`src/hdl/ppid_pkg.sv`:
```
// ============================================================================
// ppid_pkg: shared types and constants of the positional PID controller
// Register codes, configuration record, fixed widths and a helper function.
// ============================================================================
package ppid_pkg;

    // Default sample width and number of fraction bits in the gains.
    localparam int DATA_WIDTH_DEF     = 16;
    localparam int GAIN_FRAC_BITS_DEF = 8;

    // Fixed widths of the register file and the result beat.
    localparam int GAIN_W    = 16;
    localparam int LIMIT_W   = 15;
    localparam int TOL_W     = 16;
    localparam int OUT_W     = 17;
    localparam int CFG_IDX_W = 3;
    localparam int CFG_DAT_W = 16;

    typedef enum logic [CFG_IDX_W-1:0] {
        REG_GAIN_P   = 3'd0,
        REG_GAIN_I   = 3'd1,
        REG_GAIN_D   = 3'd2,
        REG_MAX_OUT  = 3'd3,
        REG_MAX_INT  = 3'd4,
        REG_SEP_TOL  = 3'd5,
        REG_SEP_EN   = 3'd6
    } cfg_index_t;

    typedef struct packed {
        logic signed [GAIN_W-1:0]  gain_p;
        logic signed [GAIN_W-1:0]  gain_i;
        logic signed [GAIN_W-1:0]  gain_d;
        logic        [LIMIT_W-1:0] max_out;
        logic        [LIMIT_W-1:0] max_integral;
        logic        [TOL_W-1:0]   separation_tolerance;
        logic                      separation_enable;
    } cfg_t;

    function automatic int imax(input int a, input int b);
        return (a > b) ? a : b;
    endfunction

endpackage

```
`src/hdl/ppid_if.sv`:
```
// ============================================================================
// ppid_if: handshake channels of the positional PID controller
// Sample, result and configuration write channels with valid and ready.
// ============================================================================
interface ppid_sample_if #(
    parameter int DATA_WIDTH = 16
);
    logic                         valid;
    logic                         ready;
    logic signed [DATA_WIDTH-1:0] setpoint;
    logic signed [DATA_WIDTH-1:0] measured;

    modport source (output valid, output setpoint, output measured, input ready);
    modport sink   (input valid, input setpoint, input measured, output ready);
endinterface

interface ppid_result_if;
    import ppid_pkg::*;

    logic                    valid;
    logic                    ready;
    logic signed [OUT_W-1:0] control_output;
    logic                    integral_removed;

    modport source (output valid, output control_output, output integral_removed,
                    input ready);
    modport sink   (input valid, input control_output, input integral_removed,
                    output ready);
endinterface

interface ppid_cfg_if;
    import ppid_pkg::*;

    logic                 valid;
    logic                 ready;
    logic [CFG_IDX_W-1:0] index;
    logic [CFG_DAT_W-1:0] data;

    modport source (output valid, output index, output data, input ready);
    modport sink   (input valid, input index, input data, output ready);
endinterface

```
`src/hdl/ppid_step.sv`:
```
// ============================================================================
// ppid_step: one control step of the positional PID controller
// Error, clamped integral update, clamped output and integral separation.
// ============================================================================
module ppid_step #(
    parameter int DATA_WIDTH     = ppid_pkg::DATA_WIDTH_DEF,
    parameter int GAIN_FRAC_BITS = ppid_pkg::GAIN_FRAC_BITS_DEF
) (
    input  ppid_pkg::cfg_t                                cfg_regs,
    input  logic signed [DATA_WIDTH-1:0]                  setpoint,
    input  logic signed [DATA_WIDTH-1:0]                  measured,
    input  logic signed [ppid_pkg::GAIN_W+GAIN_FRAC_BITS-1:0] accum,
    input  logic signed [DATA_WIDTH:0]                    prev_err,
    output logic signed [ppid_pkg::GAIN_W+GAIN_FRAC_BITS-1:0] accum_next,
    output logic signed [DATA_WIDTH:0]                    err,
    output logic signed [ppid_pkg::OUT_W-1:0]             control_output,
    output logic                                          integral_removed
);
    import ppid_pkg::*;

    localparam int EW    = DATA_WIDTH + 1;
    localparam int INT_W = GAIN_W + GAIN_FRAC_BITS;
    localparam int PW    = GAIN_W + EW;
    localparam int DPW   = GAIN_W + EW + 1;
    localparam int AW    = imax(INT_W, PW) + 1;
    localparam int SUM_W = imax(INT_W, DPW) + 2;
    localparam int CW    = imax(EW, TOL_W);

    logic signed [EW:0]      derr;
    logic signed [PW-1:0]    prod_p;
    logic signed [PW-1:0]    prod_i;
    logic signed [DPW-1:0]   prod_d;
    logic signed [AW-1:0]    acc_sum;
    logic signed [AW-1:0]    ilim;
    logic signed [AW-1:0]    acc_clamped;
    logic signed [SUM_W-1:0] sum;
    logic signed [SUM_W-1:0] scaled;
    logic signed [SUM_W-1:0] olim;
    logic signed [SUM_W-1:0] out_clamped;
    logic signed [INT_W-1:0] iterm;
    logic signed [OUT_W-1:0] res;
    logic        [CW-1:0]    mag;

    assign err  = EW'(setpoint) - EW'(measured);
    assign derr = (EW+1)'(err) - (EW+1)'(prev_err);

    assign prod_p = PW'(cfg_regs.gain_p) * PW'(err);
    assign prod_i = PW'(cfg_regs.gain_i) * PW'(err);
    assign prod_d = DPW'(cfg_regs.gain_d) * DPW'(derr);

    // The integral limit is given in output units; scale it to the accumulator.
    assign acc_sum = AW'(accum) + AW'(prod_i);
    assign ilim    = $signed(AW'(cfg_regs.max_integral)) <<< GAIN_FRAC_BITS;

    always_comb
    begin
        priority if (acc_sum > ilim)
            acc_clamped = ilim;
        else if (acc_sum < -ilim)
            acc_clamped = -ilim;
        else
            acc_clamped = acc_sum;
    end

    assign accum_next = INT_W'(acc_clamped);

    assign sum    = SUM_W'(prod_p) + SUM_W'(accum_next) + SUM_W'(prod_d);
    assign scaled = sum >>> GAIN_FRAC_BITS;
    assign olim   = $signed(SUM_W'(cfg_regs.max_out));

    always_comb
    begin
        priority if (scaled > olim)
            out_clamped = olim;
        else if (scaled < -olim)
            out_clamped = -olim;
        else
            out_clamped = scaled;
    end

    assign res   = OUT_W'(out_clamped);
    assign iterm = accum_next >>> GAIN_FRAC_BITS;
    assign mag   = (err < 0) ? CW'(-err) : CW'(err);

    assign integral_removed = cfg_regs.separation_enable &&
                              (mag >= CW'(cfg_regs.separation_tolerance));
    assign control_output   = integral_removed ? (res - OUT_W'(iterm)) : res;

endmodule

```
`src/hdl/positional_pid_with_clamps_top.sv`:
```
// ============================================================================
// positional_pid_with_clamps_top: positional PID controller with clamps
// Fixed-point PID step per sample beat with integral clamp, output clamp and
// optional integral separation.
// ============================================================================
// Each sample beat (setpoint, measured) yields exactly one result beat. The
// block takes one sample per clock cycle while the result channel does not
// stall: a beat is held in the input register, the full step (three
// multiplies, the integral clamp, the output clamp and the separation check)
// is evaluated in one pass, and the result lands in the output register. The
// integral and previous-error state is updated in the same cycle the result
// is registered, which is the loop that fixes the rate at one beat per cycle.
// A stalled result holds the output register, and the input register still
// takes one more beat before the sample channel stalls. Gains are signed Q8.8
// by default, the integral is kept with the same number of fraction bits and
// clamped to plus or minus max_integral output units. Configuration beats are
// always accepted and must only be sent while no sample is in flight; an
// unknown register index is dropped. State, the register file and the valid
// flags are cleared by reset; the sample and result data registers are not.
module positional_pid_with_clamps_top #(
    parameter int DATA_WIDTH     = ppid_pkg::DATA_WIDTH_DEF,
    parameter int GAIN_FRAC_BITS = ppid_pkg::GAIN_FRAC_BITS_DEF
) (
    input  logic         clk,
    input  logic         rst_n,
    ppid_sample_if.sink  sample,
    ppid_result_if.source result,
    ppid_cfg_if.sink     cfg
);
    import ppid_pkg::*;

    localparam int EW    = DATA_WIDTH + 1;
    localparam int INT_W = GAIN_W + GAIN_FRAC_BITS;

    // Register file.
    cfg_t cfg_reg;

    // Input register stage.
    logic                         s1_valid_reg;
    logic signed [DATA_WIDTH-1:0] s1_setpoint_reg;
    logic signed [DATA_WIDTH-1:0] s1_measured_reg;

    // Controller state.
    logic signed [INT_W-1:0] accum_reg;
    logic signed [EW-1:0]    prev_err_reg;

    // Result register stage.
    logic                    out_valid_reg;
    logic signed [OUT_W-1:0] out_control_reg;
    logic                    out_removed_reg;

    logic signed [INT_W-1:0] accum_next;
    logic signed [EW-1:0]    err;
    logic signed [OUT_W-1:0] step_control;
    logic                    step_removed;
    logic                    advance;
    logic                    take_sample;

    // Configuration writes are taken at any time.
    assign cfg.ready = 1'b1;

    always_ff @(posedge clk or negedge rst_n)
    begin
        if (!rst_n)
        begin
            cfg_reg <= '0;
        end
        else if (cfg.valid)
        begin
            unique case (cfg.index)
                REG_GAIN_P:  cfg_reg.gain_p               <= cfg.data;
                REG_GAIN_I:  cfg_reg.gain_i               <= cfg.data;
                REG_GAIN_D:  cfg_reg.gain_d               <= cfg.data;
                REG_MAX_OUT: cfg_reg.max_out              <= cfg.data[LIMIT_W-1:0];
                REG_MAX_INT: cfg_reg.max_integral         <= cfg.data[LIMIT_W-1:0];
                REG_SEP_TOL: cfg_reg.separation_tolerance <= cfg.data;
                REG_SEP_EN:  cfg_reg.separation_enable    <= cfg.data[0];
                default:     cfg_reg                      <= cfg_reg;
            endcase
        end
    end

    // The step fires when the input register holds a beat and the result
    // register is free or being emptied this cycle.
    assign advance      = s1_valid_reg && (!out_valid_reg || result.ready);
    assign sample.ready = !s1_valid_reg || advance;
    assign take_sample  = sample.valid && sample.ready;

    always_ff @(posedge clk or negedge rst_n)
    begin
        if (!rst_n)
            s1_valid_reg <= 1'b0;
        else if (sample.ready)
            s1_valid_reg <= sample.valid;
    end

    always_ff @(posedge clk)
    begin
        if (take_sample)
        begin
            s1_setpoint_reg <= sample.setpoint;
            s1_measured_reg <= sample.measured;
        end
    end

    ppid_step #(
        .DATA_WIDTH     (DATA_WIDTH),
        .GAIN_FRAC_BITS (GAIN_FRAC_BITS)
    ) u_step (
        .cfg_regs         (cfg_reg),
        .setpoint         (s1_setpoint_reg),
        .measured         (s1_measured_reg),
        .accum            (accum_reg),
        .prev_err         (prev_err_reg),
        .accum_next       (accum_next),
        .err              (err),
        .control_output   (step_control),
        .integral_removed (step_removed)
    );

    // State only moves when a step is committed to the result register.
    always_ff @(posedge clk or negedge rst_n)
    begin
        if (!rst_n)
        begin
            accum_reg    <= '0;
            prev_err_reg <= '0;
        end
        else if (advance)
        begin
            accum_reg    <= accum_next;
            prev_err_reg <= err;
        end
    end

    always_ff @(posedge clk or negedge rst_n)
    begin
        if (!rst_n)
            out_valid_reg <= 1'b0;
        else if (advance)
            out_valid_reg <= 1'b1;
        else if (result.ready)
            out_valid_reg <= 1'b0;
    end

    always_ff @(posedge clk)
    begin
        if (advance)
        begin
            out_control_reg <= step_control;
            out_removed_reg <= step_removed;
        end
    end

    assign result.valid            = out_valid_reg;
    assign result.control_output   = out_control_reg;
    assign result.integral_removed = out_removed_reg;

endmodule
```
`src/flat_wrapper.sv`:
```
// flat-port wrapper written by rule: the top's interface ports become plain ports
module positional_pid_with_clamps_top_flat import ppid_pkg::*;
#(
    parameter int DATA_WIDTH     = ppid_pkg::DATA_WIDTH_DEF,
    parameter int GAIN_FRAC_BITS = ppid_pkg::GAIN_FRAC_BITS_DEF
)
  (clk, rst_n, sample_valid, sample_setpoint, sample_measured, sample_ready, result_valid, result_control_output, result_integral_removed, result_ready, cfg_valid, cfg_index, cfg_data, cfg_ready);
  ppid_sample_if #(.DATA_WIDTH(DATA_WIDTH)) sample_i ();
  ppid_result_if result_i ();
  ppid_cfg_if cfg_i ();
  input  logic clk;
  input  logic rst_n;
  input wire logic [$bits(sample_i.valid)-1:0] sample_valid;
  input wire logic [$bits(sample_i.setpoint)-1:0] sample_setpoint;
  input wire logic [$bits(sample_i.measured)-1:0] sample_measured;
  output wire logic [$bits(sample_i.ready)-1:0] sample_ready;
  output wire logic [$bits(result_i.valid)-1:0] result_valid;
  output wire logic [$bits(result_i.control_output)-1:0] result_control_output;
  output wire logic [$bits(result_i.integral_removed)-1:0] result_integral_removed;
  input wire logic [$bits(result_i.ready)-1:0] result_ready;
  input wire logic [$bits(cfg_i.valid)-1:0] cfg_valid;
  input wire logic [$bits(cfg_i.index)-1:0] cfg_index;
  input wire logic [$bits(cfg_i.data)-1:0] cfg_data;
  output wire logic [$bits(cfg_i.ready)-1:0] cfg_ready;
  assign sample_i.valid = sample_valid;
  assign sample_i.setpoint = sample_setpoint;
  assign sample_i.measured = sample_measured;
  assign sample_ready = sample_i.ready;
  assign result_valid = result_i.valid;
  assign result_control_output = result_i.control_output;
  assign result_integral_removed = result_i.integral_removed;
  assign result_i.ready = result_ready;
  assign cfg_i.valid = cfg_valid;
  assign cfg_i.index = cfg_index;
  assign cfg_i.data = cfg_data;
  assign cfg_ready = cfg_i.ready;
  positional_pid_with_clamps_top #(.DATA_WIDTH(DATA_WIDTH), .GAIN_FRAC_BITS(GAIN_FRAC_BITS)) u_core (.clk(clk), .rst_n(rst_n), .sample(sample_i), .result(result_i), .cfg(cfg_i));
endmodule
```
`config.mk`:
```
export PLATFORM = sky130hd
export DESIGN_NAME = positional_pid_with_clamps_top_flat
export DESIGN_NICKNAME = d
export VERILOG_FILES = /design/src/hdl/ppid_pkg.sv /design/src/hdl/ppid_if.sv /design/src/hdl/ppid_step.sv /design/src/hdl/positional_pid_with_clamps_top.sv /design/src/flat_wrapper.sv
export SDC_FILE = /design/constraint.sdc
export NUM_CORES = 2
export LEC_CHECK = 0
export BUFFER_PORTS_ARGS = -buffer_cell sky130_fd_sc_hd__buf_2
export CORE_ASPECT_RATIO = 0.75
export CORE_UTILIZATION = 25
export CTS_CLUSTER_SIZE = 16
export DETAILED_ROUTE_END_ITERATION = 10
export PLACE_DENSITY = 0.38
export SLEW_MARGIN = 20
export SYNTH_ARGS = -nofsm -noshare
export SYNTH_HDL_FRONTEND = slang
export SYNTH_SLANG_ARGS = --single-unit
```
`constraint.sdc`:
```
create_clock -name clk -period 36.6 [get_ports clk]
set_clock_uncertainty 0.15 [all_clocks]
set_input_delay 3.66 -clock clk [delete_from_list [all_inputs] [get_ports clk]]
set_output_delay 3.66 -clock clk [all_outputs]
set_load 0.01 [all_outputs]
```
==> results.toml <==
[outcome]
status = "completed"

[synthesis]
synth_compound_area_frac = 0.0744
synth_xor_xnor_area_share = 0.0270
synth-edff-count = 50
mappedNetlistArea_um2 = 47700
synth_cell_types = 94
syn_area_per_cell_um2 = 9.12
yosys.area_share.simple = 0.145
synthFlopType = "dfrtp_1"
syn_inst = 5234
ys_async_sr_fraction = 0.734
mappedNetlistNets = 6629
synth_top_family_by_area = "adder cells"
synthAdderAreaFrac = 0.503
synth_seq_cells = 188
synth.area.mux_share = 0.0271
seq_area_frac_synth = 0.104
ys_warn_count = 0

[sta]
rsz0062_at_grt = "false"
setup_tns_ns = 0
setup_viol = 0
fmax_ghz = 0.0400
setup_ws_ns = 11.57
fin_crit_ns = 25.03
fin_crit_sh = 0.684
max_slew_margin = 0.248
final_max_slew_viol_count = 0
hold_viol = 0
worst_slew_pin_slew_ns = 1.13

[worst_hold_path]
holdCritPathClass = "reg2reg"
hold_start = "u_core.prev_err_reg[2]"
holdPathEnd = "u_core.prev_err_reg[2]"
whs_path_depth = 2

[grt]
overflow = 0
grt_pass1_wl_um = 250000
grt_max_degree = 58
antenna_found_initial = 24
grt_use_total = 0.177
grt_pass1_vias = 36500

[critical_path]
cp.arrival_ns = 25.15
cpMaxStageDelayCell = "fa_1"
worstSetupEndpointType = "flop"
max_stage_delay_ns = 1.14
r2r-start = "u_core.s1_setpoint_reg[0]"
required_ns = 36.72
criticalPathCategory = "reg2reg"
cp_common_cell = "fa_1"
rr_endpoint = "u_core.result.control_output[16]"
start_kind = "flop"
reg2reg_depth = 86
r2r_slack_ns = 11.57
critical_path.max_fanout = 37

[cells_and_area]
largest_reg_flops = 95
areaGrowthSynthToFinish_pct = 8.92
drive_gt1_frac = 0.0698
fin_nets = 6601

[drt]
drc = 0
dr.first_iter.drc_count = 2369
routed_via_density = 4.47
drt_wl_total_um = 167000
dr.pass1.iters = 5
wire_per_inst_um = 21.6
antenna_left = 0
vias = 34600

[place]
pre_cts_slack_ns = 11.52
routabilityCongestion = 0.825
io_buffer_count = 75
hpwl_um = 136000

[floorplan]
die_x_um = 507
die_y_um = 380
num_io_pins = 77
coreArea_um2 = 189000
die_area_um2 = 193000
initial_core_util = 0.252
rows = 138

[flow_run]
max_cap_viol_count = 0

[clock_tree]
cts_resized = 0
cts_sinks = 188
cts-root-buf = "clkbuf_16"
clk_latency_ns = 0.57
cts.clk_slew.worst_paths_ns = 0.08
post-cts-setup-buffer-count = 0
clockBufferDepth = 3
numCtsBuffers = 25
cts_tree = "built"
htree_levels = 4
cts_hold_buf = 0
==> cell usage after synthesis, types with 6 or more instances <==
master,instances,area (µm²)
a22o_1,10,87.6
o221ai_1,7,61.3
mux2_2,98,1100
a31oi_1,12,75.1
o31a_1,7,61.3
ha_1,378,4730
nor2b_1,91,569
o21ai_0,133,666
or2_2,12,75.1
nand3_1,60,300
a221o_1,6,60.1
o211ai_1,25,188
a211oi_1,8,60.1
nor2_1,116,435
nor4_1,23,144
fa_1,961,19200
o21ai_1,15,75.1
a311oi_1,17,149
or4_1,6,45.0
o21a_1,33,248
xnor2_1,113,990
nor3_1,49,245
and3_1,17,106
and2_1,278,1740
mux2i_1,18,180
clkbuf_1,194,728
or3_1,24,150
a21o_1,42,315
a21oi_1,107,536
o31ai_1,11,82.6
edfxtp_1,50,1500
inv_1,1274,4780
nand2_1,619,2320
nand4b_1,6,52.6
nand2b_1,57,357
a21boi_0,11,82.6
xor2_1,32,280
buf_1,16,60.1
buf_2,12,60.1
nand4_1,19,119
o21bai_1,13,97.6
dfrtp_1,138,3450
==> critical path: cells and delay by family, from the launching register on <==
family | cells | cell delay (ns)
adder cells (fa/ha/maj) | 21 | 10.09
AO/OA/AOI/OAI | 30 | 7.29
AND/OR/NAND/NOR | 14 | 2.44
buffers and inverters | 13 | 1.85
XOR/XNOR | 4 | 1.33
multiplexers | 4 | 1.11
flip-flops | 1 | 0.38
==> final cells by class <==
cell class	instances	area [µm²]
Sequential cell	188	4950
Timing Repair Buffer	171	1100
Antenna cell	6	15.0
Inverter	1277	4790
Multi-Input combinational cell	3543	37300
Clock buffer	28	657
Tap cell	2520	3150
Fill cell	20300	137000
Clock inverter	5	51.3
==> cell usage in the layout, fill, tap and decap left out, types with 18 or more instances in the layout <==
master        n
nand2b_1     57
o211ai_1     25
nand2_1     618
fa_1        961
edfxtp_1     50
inv_1      1274
nand3_1      59
buf_2        74
nor3_1       46
xnor2_1     106
nor4_1       23
o21ai_0     132
mux2_2       98
nor2b_1      91
dfrtp_1     138
and2_1      278
ha_1        377
o21a_1       33
a21oi_1     106
clkbuf_16    25
xor2_1       30
a21o_1       42
nor2_1      115
nand4_1      19
buf_4        96
mux2i_1      18
or3_1        24
==> cells by family (layout without fill, tap and decap cells) <==
| logic type | Yosys count | in the layout |
|---|---|---|
| buffers and inverters | 1503 | 1481 |
| XOR/XNOR | 146 | 146 |
| adder cells (fa/ha/maj) | 1344 | 1344 |
| AND/OR/NAND/NOR | 1408 | 1408 |
| multiplexers | 117 | 117 |
| flip-flops | 188 | 188 |
| other | 1 | 7 |
| AO/OA/AOI/OAI | 527 | 527 |
==> through the flow <==
stage / utilization / area, µm² / hold slack, ns / instances
2_1_floorplan: - / 47700 / 0.300 / 5234
3_3_place_gp: 0.271 / 51300 / 0.314 / 7699
3_5_place_dp: 0.271 / 51300 / 0.324 / 7699
4_1_cts: 0.275 / 52000 / 0.342 / 7732
5_1_grt: 0.275 / 52000 / 0.372 / 7734
6_report: 0.275 / 52000 / 0.335 / 7738
==> per-layer routing <==
metal	GRT usage	part of all wire	up-vias
met1	0.279	0.53	17900
met4	0.0242	0.011	0
met5	0	0	-
met2	0.242	0.39	816
met3	0.0432	0.070	75
li1	-	-	15900
==> how the worst max path moves through the flow <==
stage | startpoint | end | slack [ns]
2_1_floorplan | u_core.s1_measured_reg[1] | u_core.result.control_output[16] | 15.09
3_3_place_gp | u_core.s1_setpoint_reg[0] | u_core.result.control_output[16] | 11.81
3_5_place_dp | u_core.s1_setpoint_reg[0] | u_core.result.control_output[16] | 11.52
4_1_cts | u_core.s1_setpoint_reg[0] | u_core.result.control_output[16] | 11.42
5_1_grt | u_core.s1_measured_reg[0] | u_core.result.control_output[16] | 9.90
6_report | u_core.s1_setpoint_reg[0] | u_core.result.control_output[16] | 11.57
Power is not shown: default switching activity piles up to over one toggle a cycle in this logic, so the estimate is an artifact.
